File: src/rtl/apa_pkg.sv
// shared constants and controller/datapath interface types for the
// average precision accumulator; no dependencies
package apa_pkg;

    localparam int CNT_W           = 17;
    localparam int SUM_W           = 33;
    localparam int FRAC_BITS_DEF   = 16;
    localparam int MAX_LIST_LENGTH = 65536;
    localparam logic [CNT_W-1:0] TOTAL_RESET = 17'd1;

    typedef struct packed {
        logic item_accept;   // count the entry on the input port
        logic div_start;     // launch the shared divider
        logic div_fin;       // 1: final sum / total, 0: found / rank term
        logic sum_add;       // fold the divider quotient into the sum
        logic out_load;      // capture result and clear the list state
    } t_apa_cmd;

    typedef struct packed {
        logic can_count;     // list is still below the length limit
        logic term_ok;       // counting the entry gives a nonzero rank
        logic div_busy;
    } t_apa_sts;

endpackage

File: src/rtl/apa_div.sv
// restoring radix-2 divider, one quotient bit per cycle
// depends on apa_pkg for the divisor width
module apa_div #(
    parameter int DIV_W = 33
) (
    input  logic                      i_clk,
    input  logic                      i_rst_n,
    input  logic                      i_start,
    input  logic [DIV_W-1:0]          i_dividend,
    input  logic [apa_pkg::CNT_W-1:0] i_divisor,
    output logic                      o_busy,
    output logic [DIV_W-1:0]          o_quotient
);
    localparam int CW = $clog2(DIV_W + 1);

    logic [DIV_W-1:0]          r_quo;
    logic [apa_pkg::CNT_W-1:0] r_rem;
    logic [apa_pkg::CNT_W-1:0] r_den;
    logic [CW-1:0]             r_cnt;
    logic                      r_busy;

    logic [apa_pkg::CNT_W:0]   rem_sh;
    logic [apa_pkg::CNT_W:0]   rem_sub;
    logic                      ge;

    always_comb begin
        rem_sh  = {r_rem, r_quo[DIV_W-1]};
        rem_sub = rem_sh - {1'b0, r_den};
        ge      = rem_sh >= {1'b0, r_den};
    end

    always_ff @(posedge i_clk) begin
        if (!i_rst_n) begin
            r_busy <= 1'b0;
            r_cnt  <= '0;
        end else if (i_start) begin
            r_busy <= 1'b1;
            r_cnt  <= CW'(DIV_W);
        end else if (r_busy) begin
            r_cnt <= r_cnt - 1'b1;
            if (r_cnt == CW'(1)) begin
                r_busy <= 1'b0;
            end
        end
    end

    always_ff @(posedge i_clk) begin
        if (i_start) begin
            r_quo <= i_dividend;
            r_rem <= '0;
            r_den <= i_divisor;
        end else if (r_busy) begin
            r_quo <= {r_quo[DIV_W-2:0], ge};
            r_rem <= ge ? rem_sub[apa_pkg::CNT_W-1:0] : rem_sh[apa_pkg::CNT_W-1:0];
        end
    end

    assign o_busy     = r_busy;
    assign o_quotient = r_quo;
endmodule

File: src/rtl/apa_datapath.sv
// list counters, precision sum, total register, shared divider and result register
// depends on apa_pkg and apa_div
module apa_datapath #(
    parameter int FRAC_BITS = apa_pkg::FRAC_BITS_DEF
) (
    input  logic                      i_clk,
    input  logic                      i_rst_n,
    input  apa_pkg::t_apa_cmd         i_cmd,
    output apa_pkg::t_apa_sts         o_sts,
    input  logic                      i_rel,
    input  logic                      i_cfg_wr,
    input  logic [apa_pkg::CNT_W-1:0] i_cfg_data,
    output logic [apa_pkg::CNT_W-1:0] o_avg,
    output logic [apa_pkg::CNT_W-1:0] o_found,
    output logic [apa_pkg::CNT_W-1:0] o_length,
    output logic                      o_sat
);
    localparam int CW    = apa_pkg::CNT_W;
    localparam int SW    = apa_pkg::SUM_W;
    localparam int DIV_W = (SW > CW + FRAC_BITS) ? SW : CW + FRAC_BITS;
    localparam logic [DIV_W-1:0] ONE_FIX = DIV_W'(1) << FRAC_BITS;

    logic [CW-1:0] r_total;
    logic [CW-1:0] r_rank;
    logic [CW-1:0] r_found;
    logic [SW-1:0] r_sum;

    logic [DIV_W-1:0] dividend;
    logic [CW-1:0]    divisor;
    logic [DIV_W-1:0] quo;
    logic             div_busy;
    logic [DIV_W:0]   sum_ext;
    logic             over_one;

    always_comb begin
        if (i_cmd.div_fin) begin
            dividend = DIV_W'(r_sum);
            divisor  = (r_total == '0) ? CW'(1) : r_total;
        end else begin
            dividend = DIV_W'(r_found) << FRAC_BITS;
            divisor  = r_rank;
        end
        sum_ext  = (DIV_W + 1)'(r_sum) + {1'b0, quo};
        over_one = quo > ONE_FIX;
    end

    apa_div #(.DIV_W(DIV_W)) u_div (
        .i_clk      (i_clk),
        .i_rst_n    (i_rst_n),
        .i_start    (i_cmd.div_start),
        .i_dividend (dividend),
        .i_divisor  (divisor),
        .o_busy     (div_busy),
        .o_quotient (quo)
    );

    always_comb begin
        o_sts.can_count = 32'(r_rank) < 32'(apa_pkg::MAX_LIST_LENGTH);
        o_sts.term_ok   = o_sts.can_count && (r_rank != {CW{1'b1}});
        o_sts.div_busy  = div_busy;
    end

    always_ff @(posedge i_clk) begin
        if (!i_rst_n) begin
            r_total <= apa_pkg::TOTAL_RESET;
        end else if (i_cfg_wr) begin
            r_total <= i_cfg_data;
        end
    end

    always_ff @(posedge i_clk) begin
        if (!i_rst_n) begin
            r_rank  <= '0;
            r_found <= '0;
            r_sum   <= '0;
        end else if (i_cmd.out_load) begin
            r_rank  <= '0;
            r_found <= '0;
            r_sum   <= '0;
        end else begin
            if (i_cmd.item_accept && o_sts.can_count) begin
                r_rank <= r_rank + 1'b1;
                if (i_rel) begin
                    r_found <= r_found + 1'b1;
                end
            end
            if (i_cmd.sum_add) begin
                // clamp at the full sum width
                if (|sum_ext[DIV_W:SW]) begin
                    r_sum <= {SW{1'b1}};
                end else begin
                    r_sum <= sum_ext[SW-1:0];
                end
            end
        end
    end

    always_ff @(posedge i_clk) begin
        if (i_cmd.out_load) begin
            o_avg    <= over_one ? ONE_FIX[CW-1:0] : quo[CW-1:0];
            o_sat    <= over_one;
            o_found  <= r_found;
            o_length <= r_rank;
        end
    end
endmodule

File: src/rtl/apa_ctrl.sv
// sequencer for one entry: count, optional term division, final division, output handoff
// depends on apa_pkg
module apa_ctrl (
    input  logic              i_clk,
    input  logic              i_rst_n,
    input  logic              i_in_valid,
    output logic              o_in_ready,
    input  logic              i_rel,
    input  logic              i_last,
    output logic              o_out_valid,
    input  logic              i_out_ready,
    output apa_pkg::t_apa_cmd o_cmd,
    input  apa_pkg::t_apa_sts i_sts
);
    localparam logic [2:0] S_IDLE       = 3'd0;
    localparam logic [2:0] S_TERM_START = 3'd1;
    localparam logic [2:0] S_TERM_WAIT  = 3'd2;
    localparam logic [2:0] S_FIN_START  = 3'd3;
    localparam logic [2:0] S_FIN_WAIT   = 3'd4;

    logic [2:0] r_state;
    logic [2:0] n_state;
    logic       r_last;
    logic       n_last;
    logic       r_out_valid;
    logic       n_out_valid;
    logic       accept;
    logic       out_free;

    always_comb begin
        accept   = i_in_valid && (r_state == S_IDLE);
        out_free = !r_out_valid || i_out_ready;
        n_state  = r_state;
        n_last   = r_last;
        o_cmd    = '0;
        unique case (r_state)
            S_IDLE: begin
                if (accept) begin
                    o_cmd.item_accept = 1'b1;
                    n_last            = i_last;
                    if (i_rel && i_sts.term_ok) begin
                        n_state = S_TERM_START;
                    end else if (i_last) begin
                        n_state = S_FIN_START;
                    end
                end
            end
            S_TERM_START: begin
                o_cmd.div_start = 1'b1;
                n_state         = S_TERM_WAIT;
            end
            S_TERM_WAIT: begin
                if (!i_sts.div_busy) begin
                    o_cmd.sum_add = 1'b1;
                    n_state       = r_last ? S_FIN_START : S_IDLE;
                end
            end
            S_FIN_START: begin
                o_cmd.div_start = 1'b1;
                o_cmd.div_fin   = 1'b1;
                n_state         = S_FIN_WAIT;
            end
            S_FIN_WAIT: begin
                o_cmd.div_fin = 1'b1;
                // quotient holds in the divider until the result slot frees up
                if (!i_sts.div_busy && out_free) begin
                    o_cmd.out_load = 1'b1;
                    n_state        = S_IDLE;
                end
            end
            default: begin
                n_state = S_IDLE;
            end
        endcase
        if (o_cmd.out_load) begin
            n_out_valid = 1'b1;
        end else if (i_out_ready) begin
            n_out_valid = 1'b0;
        end else begin
            n_out_valid = r_out_valid;
        end
    end

    always_ff @(posedge i_clk) begin
        if (!i_rst_n) begin
            r_state     <= S_IDLE;
            r_last      <= 1'b0;
            r_out_valid <= 1'b0;
        end else begin
            r_state     <= n_state;
            r_last      <= n_last;
            r_out_valid <= n_out_valid;
        end
    end

    assign o_in_ready  = (r_state == S_IDLE);
    assign o_out_valid = r_out_valid;
endmodule

File: src/rtl/average_precision_accumulator.sv
// channel  | signals                       | word
// ---------+-------------------------------+---------------------------------------------
// s_axis   | tvalid tready tdata tlast     | tdata[0] is_relevant, tlast end_of_list
// m_axis   | tvalid tready tdata tuser     | avg_precision_q16, relevant_found,
//          |                               | list_length in tdata; saturated in tuser
// cfg      | valid ready data              | total_relevant_docs, always ready
//
// a non-relevant entry is only counted; a relevant one adds a found/rank division on the
// shared one-bit-per-cycle divider; the last entry of a list adds the final sum/total
// division
// an item can be taken while the previous result waits in the output register
// a stalled output holds the final quotient in the divider until the register frees
// reset is synchronous, active low; total_relevant_docs resets to 1
module average_precision_accumulator #(
    parameter int FRAC_BITS = apa_pkg::FRAC_BITS_DEF
) (
    input  logic                      i_clk,
    input  logic                      i_rst_n,
    input  logic                      i_s_axis_tvalid,
    output logic                      o_s_axis_tready,
    input  logic [7:0]                i_s_axis_tdata,  // [0] is_relevant, rest zero
    input  logic                      i_s_axis_tlast,
    output logic                      o_m_axis_tvalid,
    input  logic                      i_m_axis_tready,
    // [16:0] avg_precision_q16, [33:17] relevant_found, [50:34] list_length, rest zero
    output logic [55:0]               o_m_axis_tdata,
    output logic                      o_m_axis_tuser,  // [0] saturated
    input  logic                      i_cfg_valid,
    output logic                      o_cfg_ready,
    input  logic [apa_pkg::CNT_W-1:0] i_cfg_data
);
    apa_pkg::t_apa_cmd         cmd;
    apa_pkg::t_apa_sts         sts;
    logic [apa_pkg::CNT_W-1:0] avg;
    logic [apa_pkg::CNT_W-1:0] found;
    logic [apa_pkg::CNT_W-1:0] length;
    logic                      sat;

    apa_ctrl u_ctrl (
        .i_clk       (i_clk),
        .i_rst_n     (i_rst_n),
        .i_in_valid  (i_s_axis_tvalid),
        .o_in_ready  (o_s_axis_tready),
        .i_rel       (i_s_axis_tdata[0]),
        .i_last      (i_s_axis_tlast),
        .o_out_valid (o_m_axis_tvalid),
        .i_out_ready (i_m_axis_tready),
        .o_cmd       (cmd),
        .i_sts       (sts)
    );

    apa_datapath #(.FRAC_BITS(FRAC_BITS)) u_dp (
        .i_clk      (i_clk),
        .i_rst_n    (i_rst_n),
        .i_cmd      (cmd),
        .o_sts      (sts),
        .i_rel      (i_s_axis_tdata[0]),
        .i_cfg_wr   (i_cfg_valid),
        .i_cfg_data (i_cfg_data),
        .o_avg      (avg),
        .o_found    (found),
        .o_length   (length),
        .o_sat      (sat)
    );

    assign o_cfg_ready    = 1'b1;
    assign o_m_axis_tdata = {5'd0, length, found, avg};
    assign o_m_axis_tuser = sat;
endmodule

File: config.mk
export PLATFORM = sky130hd
export DESIGN_NAME = average_precision_accumulator
export DESIGN_NICKNAME = d
export VERILOG_FILES = /design/src/rtl/apa_pkg.sv /design/src/rtl/apa_div.sv /design/src/rtl/apa_datapath.sv /design/src/rtl/apa_ctrl.sv /design/src/rtl/average_precision_accumulator.sv
export SDC_FILE = /design/constraint.sdc
export NUM_CORES = 1
export LEC_CHECK = 0
export ABC_AREA = 1
export BUFFER_PORTS_ARGS = -buffer_cell sky130_fd_sc_hd__buf_2
export CAP_MARGIN = 10
export CORE_AREA = 2 2 171 173
export DETAILED_ROUTE_END_ITERATION = 8
export DIE_AREA = 0 0 173 175
export HOLD_SLACK_MARGIN = 0.03
export MAX_ROUTING_LAYER = met4
export PLACE_DENSITY_LB_ADDON = 0.25
export SETUP_SLACK_MARGIN = 0.2
export SLEW_MARGIN = 20
export SYNTH_ARGS = -nofsm -noshare
export SYNTH_HDL_FRONTEND = slang
export SYNTH_SLANG_ARGS = --single-unit
File: constraint.sdc
create_clock -name i_clk -period 2.84 [get_ports i_clk]
set_clock_uncertainty 0.05 [all_clocks]
set_input_delay 0.142 -clock i_clk [delete_from_list [all_inputs] [get_ports i_clk]]
set_output_delay 0.142 -clock i_clk [all_outputs]
set_load 0.01 [all_outputs]
==> flow_metrics.tcl <==
set metrics [dict create \
    max_slew.worst_pin.slew_ps 799 \
    max_stage_delay_ps 470 \
    timing.critical_path.max_delay_family "simple AND/OR/NAND/NOR gates" \
    clockRootBuffer "sky130_fd_sc_hd__clkbuf_16" \
    vias_per_cell 4.98 \
    area_delta_synth_final_pct 16.0 \
    rrSetupSlack_ps 390 \
    hold_class "in -> reg" \
    path_clk_slew_ps 60 \
    synth.top_cells.by_area "sky130_fd_sc_hd__edfxtp_1 (24%), sky130_fd_sc_hd__dfxtp_1 (18%), sky130_fd_sc_hd__nand2_1 (13%)" \
    antenna_cells 0 \
    post_synth.cell_area_avg_um2 7.30 \
    critical-path-slowest-cell "sky130_fd_sc_hd__edfxtp_1" \
    maximum_number_of_pins_on_one_net_before_global_route_repair 54 \
    fillers 2775 \
    r2r_cells 10 \
    worst_setup_path_endpoint "u_dp.u_div.o_quotient[0]" \
    detail_route.wirelength_um 32500 \
    critPathLaunch "u_dp.u_div.o_quotient[32]" \
    yosysUniqueCellTypes 46 \
    path_cells "inv_1 > ha_1 > inv_1 > fa_1 > nand4_1 > nand3_1 > nand2_2 > nand2_2 > nand2_1 > o21ai_0" \
    final_area_mm2 0.0146 \
    slew_viol_final 0 \
    finalNetCount 1930 \
    power_leakage_nw 6.98 \
    clockBufferDepth 3 \
    fraction_of_post_synthesis_cell_area_in_the_top_cell_type_by_area_pct 24.4 \
    drt-initial-drc-count 689 \
    holdWs_ps 111 \
    count_of_buffering_cells_on_the_critical_path_with_inverters_included 2 \
    seq_area_frac_synth_pct 42.4 \
    dpl.cell_count 2156 \
    floorplan.die.width_um 173 \
    post_drt_wl_per_cell_um 14.5 \
    synthFlopType "sky130_fd_sc_hd__dfxtp_1" \
    worst_setup_path_start_kind "register" \
    first_pass_grt_wire_length_um 53300 \
    final_min_period_over_clock_period_pct 86.4 \
    die-height_um 175 \
    yosys.cell_count.top_type "sky130_fd_sc_hd__nand2_1" \
    grt_overflow 0 \
    placement.io_buffers 77 \
    finalWeightedCongestion 0.906 \
    grt_antenna_before_repair 0 \
    cts_inserted_buffers 25 \
    place.detailed.hpwl_um 23800 \
    holdPathStages 7 \
    first_global_vias 10700 \
    number_of_clock_sinks 215 \
    pin_count 91 \
    h-tree-depth 1 \
    tns_ps 0 \
    netlist.top_cell.by_area "sky130_fd_sc_hd__edfxtp_1" \
    fmaxAchievable_ghz 0.408 \
    placedInstanceArea_mm2 0.0133 \
    dr.pass1.iters 5 \
    max_cap_viol_count 0 \
    grt_setup_unrepaired "false" \
    run_status "finished clean" \
    via_count 11200 \
    worstPathArrival_ps 2660 \
    critical_path_class "reg -> reg" \
    max_slew_margin_pct 46.7 \
    final.min_clock_period_ps 2450 \
    timing.final.hold_violations 0 \
    ys_ff_latch 215 \
    gr_usage_total_pct 22.0 \
    final_core_utilization_pct 51.4 \
    floorplan.core_area_mm2 0.0284 \
    synth_edf_count 102 \
    clock_latency_late_sink_ps 540 \
    cts_tree "done" \
    critPathCaptureType "register" \
    layout_cells_sized_above_1_pct 9.02 \
    drtAntennaViolNets 0 \
    post_synthesis_async_set_or_reset_flop_share_pct 0 \
    ir_worst_vdd_uv 485 \
    finalSetupViolCount 0 \
    worstPathRequired_ps 3050 \
    post_synth_instance_area_mm2 0.0126 \
    drc_errors 0 \
    timing.rr.end "u_dp.u_div.o_quotient[0]" \
    cp_num_cells 10 \
    power_density_mw_per_mm2 1070 \
    rows 62 \
    dieArea_mm2 0.0303 \
    post_layout_nonfiller_instances 2246 \
    synthTopCellsByCount "sky130_fd_sc_hd__nand2_1 (449), sky130_fd_sc_hd__inv_1 (294), sky130_fd_sc_hd__nor2_1 (162), sky130_fd_sc_hd__dfxtp_1 (113)" \
    crit_fanout 17 \
    netlist_instances 1723 \
    yosys_warnings 0 \
    floorplan.initialDensity_pct 44.3 \
    r2r_start "u_dp.u_div.o_quotient[32]" \
]
-- tightest hold or removal path, stage by stage --
cell	delay (ps)
sky130_fd_sc_hd__buf_2	90
sky130_fd_sc_hd__inv_1	40
sky130_fd_sc_hd__nor2_1	40
sky130_fd_sc_hd__inv_1	100
sky130_fd_sc_hd__nor2_4	110
sky130_fd_sc_hd__nand2_1	80
sky130_fd_sc_hd__a21oi_1	50
-- stage by stage --
stage          setup WS, ps  power [mW]
6_report                387        15.6
5_1_grt                 231        17.0
4_1_cts                 272        15.6
3_5_place_dp            325        12.3
3_3_place_gp            319        12.2
2_1_floorplan           528        10.4
-- cell usage in the layout, fill, tap and decap left out, types with 22 or more instances in the layout --
cell type                       netlist  layout
sky130_fd_sc_hd__a21oi_1            104     104
sky130_fd_sc_hd__buf_2               13      77
sky130_fd_sc_hd__clkbuf_16            0      25
sky130_fd_sc_hd__dfxtp_1            113     113
sky130_fd_sc_hd__dlygate4sd3_1        0      41
sky130_fd_sc_hd__edfxtp_1           102     102
sky130_fd_sc_hd__ha_1                54      54
sky130_fd_sc_hd__inv_1              294     294
sky130_fd_sc_hd__nand2_1            449     449
sky130_fd_sc_hd__nand3_1             93      92
sky130_fd_sc_hd__nand4_1             22      22
sky130_fd_sc_hd__nor2_1             162     161
sky130_fd_sc_hd__o21ai_0            104     104
sky130_fd_sc_hd__xor2_1              26      26
-- metal layers --
metal,track usage (%),vias to the layer above,routed length [um]
li1,-,5764,-
met1,29.5,5081,15200
met2,34.8,286,14500
met3,2.96,59,1860
met4,6.21,0,910
met5,-,-,0
-- cell type report --
class | instances | area, um2 | share of cell area [%]
flip-flops and latches | 215 | 5330 | 36.5
inverters | 302 | 1130 | 7.77
well taps | 384 | 480 | 3.30
multi-input cells | 1165 | 5920 | 40.6
clock inverters | 10 | 97.6 | 0.669
repair buffers | 134 | 916 | 6.28
clock buffers | 36 | 707 | 4.85
-- repair_timing --
action | CTS | global route
hold buffers | 41 | 0
hold endpoints to repair | 23 | 0
gates resized for setup | 0 | 2
buffers inserted | 0 | 3
endpoints found under the setup margin | 0 | 34
-- logic make-up after synthesis --
| logic type | after synthesis | synth area share [%] |
|---|---|---|
| and+or+nand+nor | 800 | 27.1 |
| buffers and inverters | 347 | 10.8 |
| AOI/OAI and AO/OA | 259 | 10.8 |
| DFF | 215 | 42.4 |
| adders and majority gates | 56 | 5.69 |
| xor gates and xnor gates | 40 | 2.79 |
| muxes | 4 | 0.358 |
| other | 2 | 0.0597 |
-- power breakdown --
| part | switching, mW | internal, mW | total [mW] |
|---|---|---|---|
| clock | 1.29 | 1.84 | 3.13 |
| sequential | 0.581 | 4.25 | 4.83 |
| combinational | 5.03 | 2.59 | 7.62 |
| total | 6.90 | 8.68 | 15.6 |
-- worst min-delay path by stage --
stage | start | endpoint | slack (ps)
final | i_s_axis_tdata[0] | u_dp.r_found[11] | 110
after CTS | i_s_axis_tdata[0] | u_dp.r_found[11] | 100
after global routing | i_s_axis_tdata[0] | u_dp.r_found[11] | 140
after floorplan | i_cfg_data[0] | u_dp.r_total[0] | 220
after global placement | i_cfg_data[0] | u_dp.r_total[0] | 310
after detailed placement | i_cfg_data[0] | u_dp.r_total[0] | 320
No activity file was read; power rests on OpenSTA's default activity.
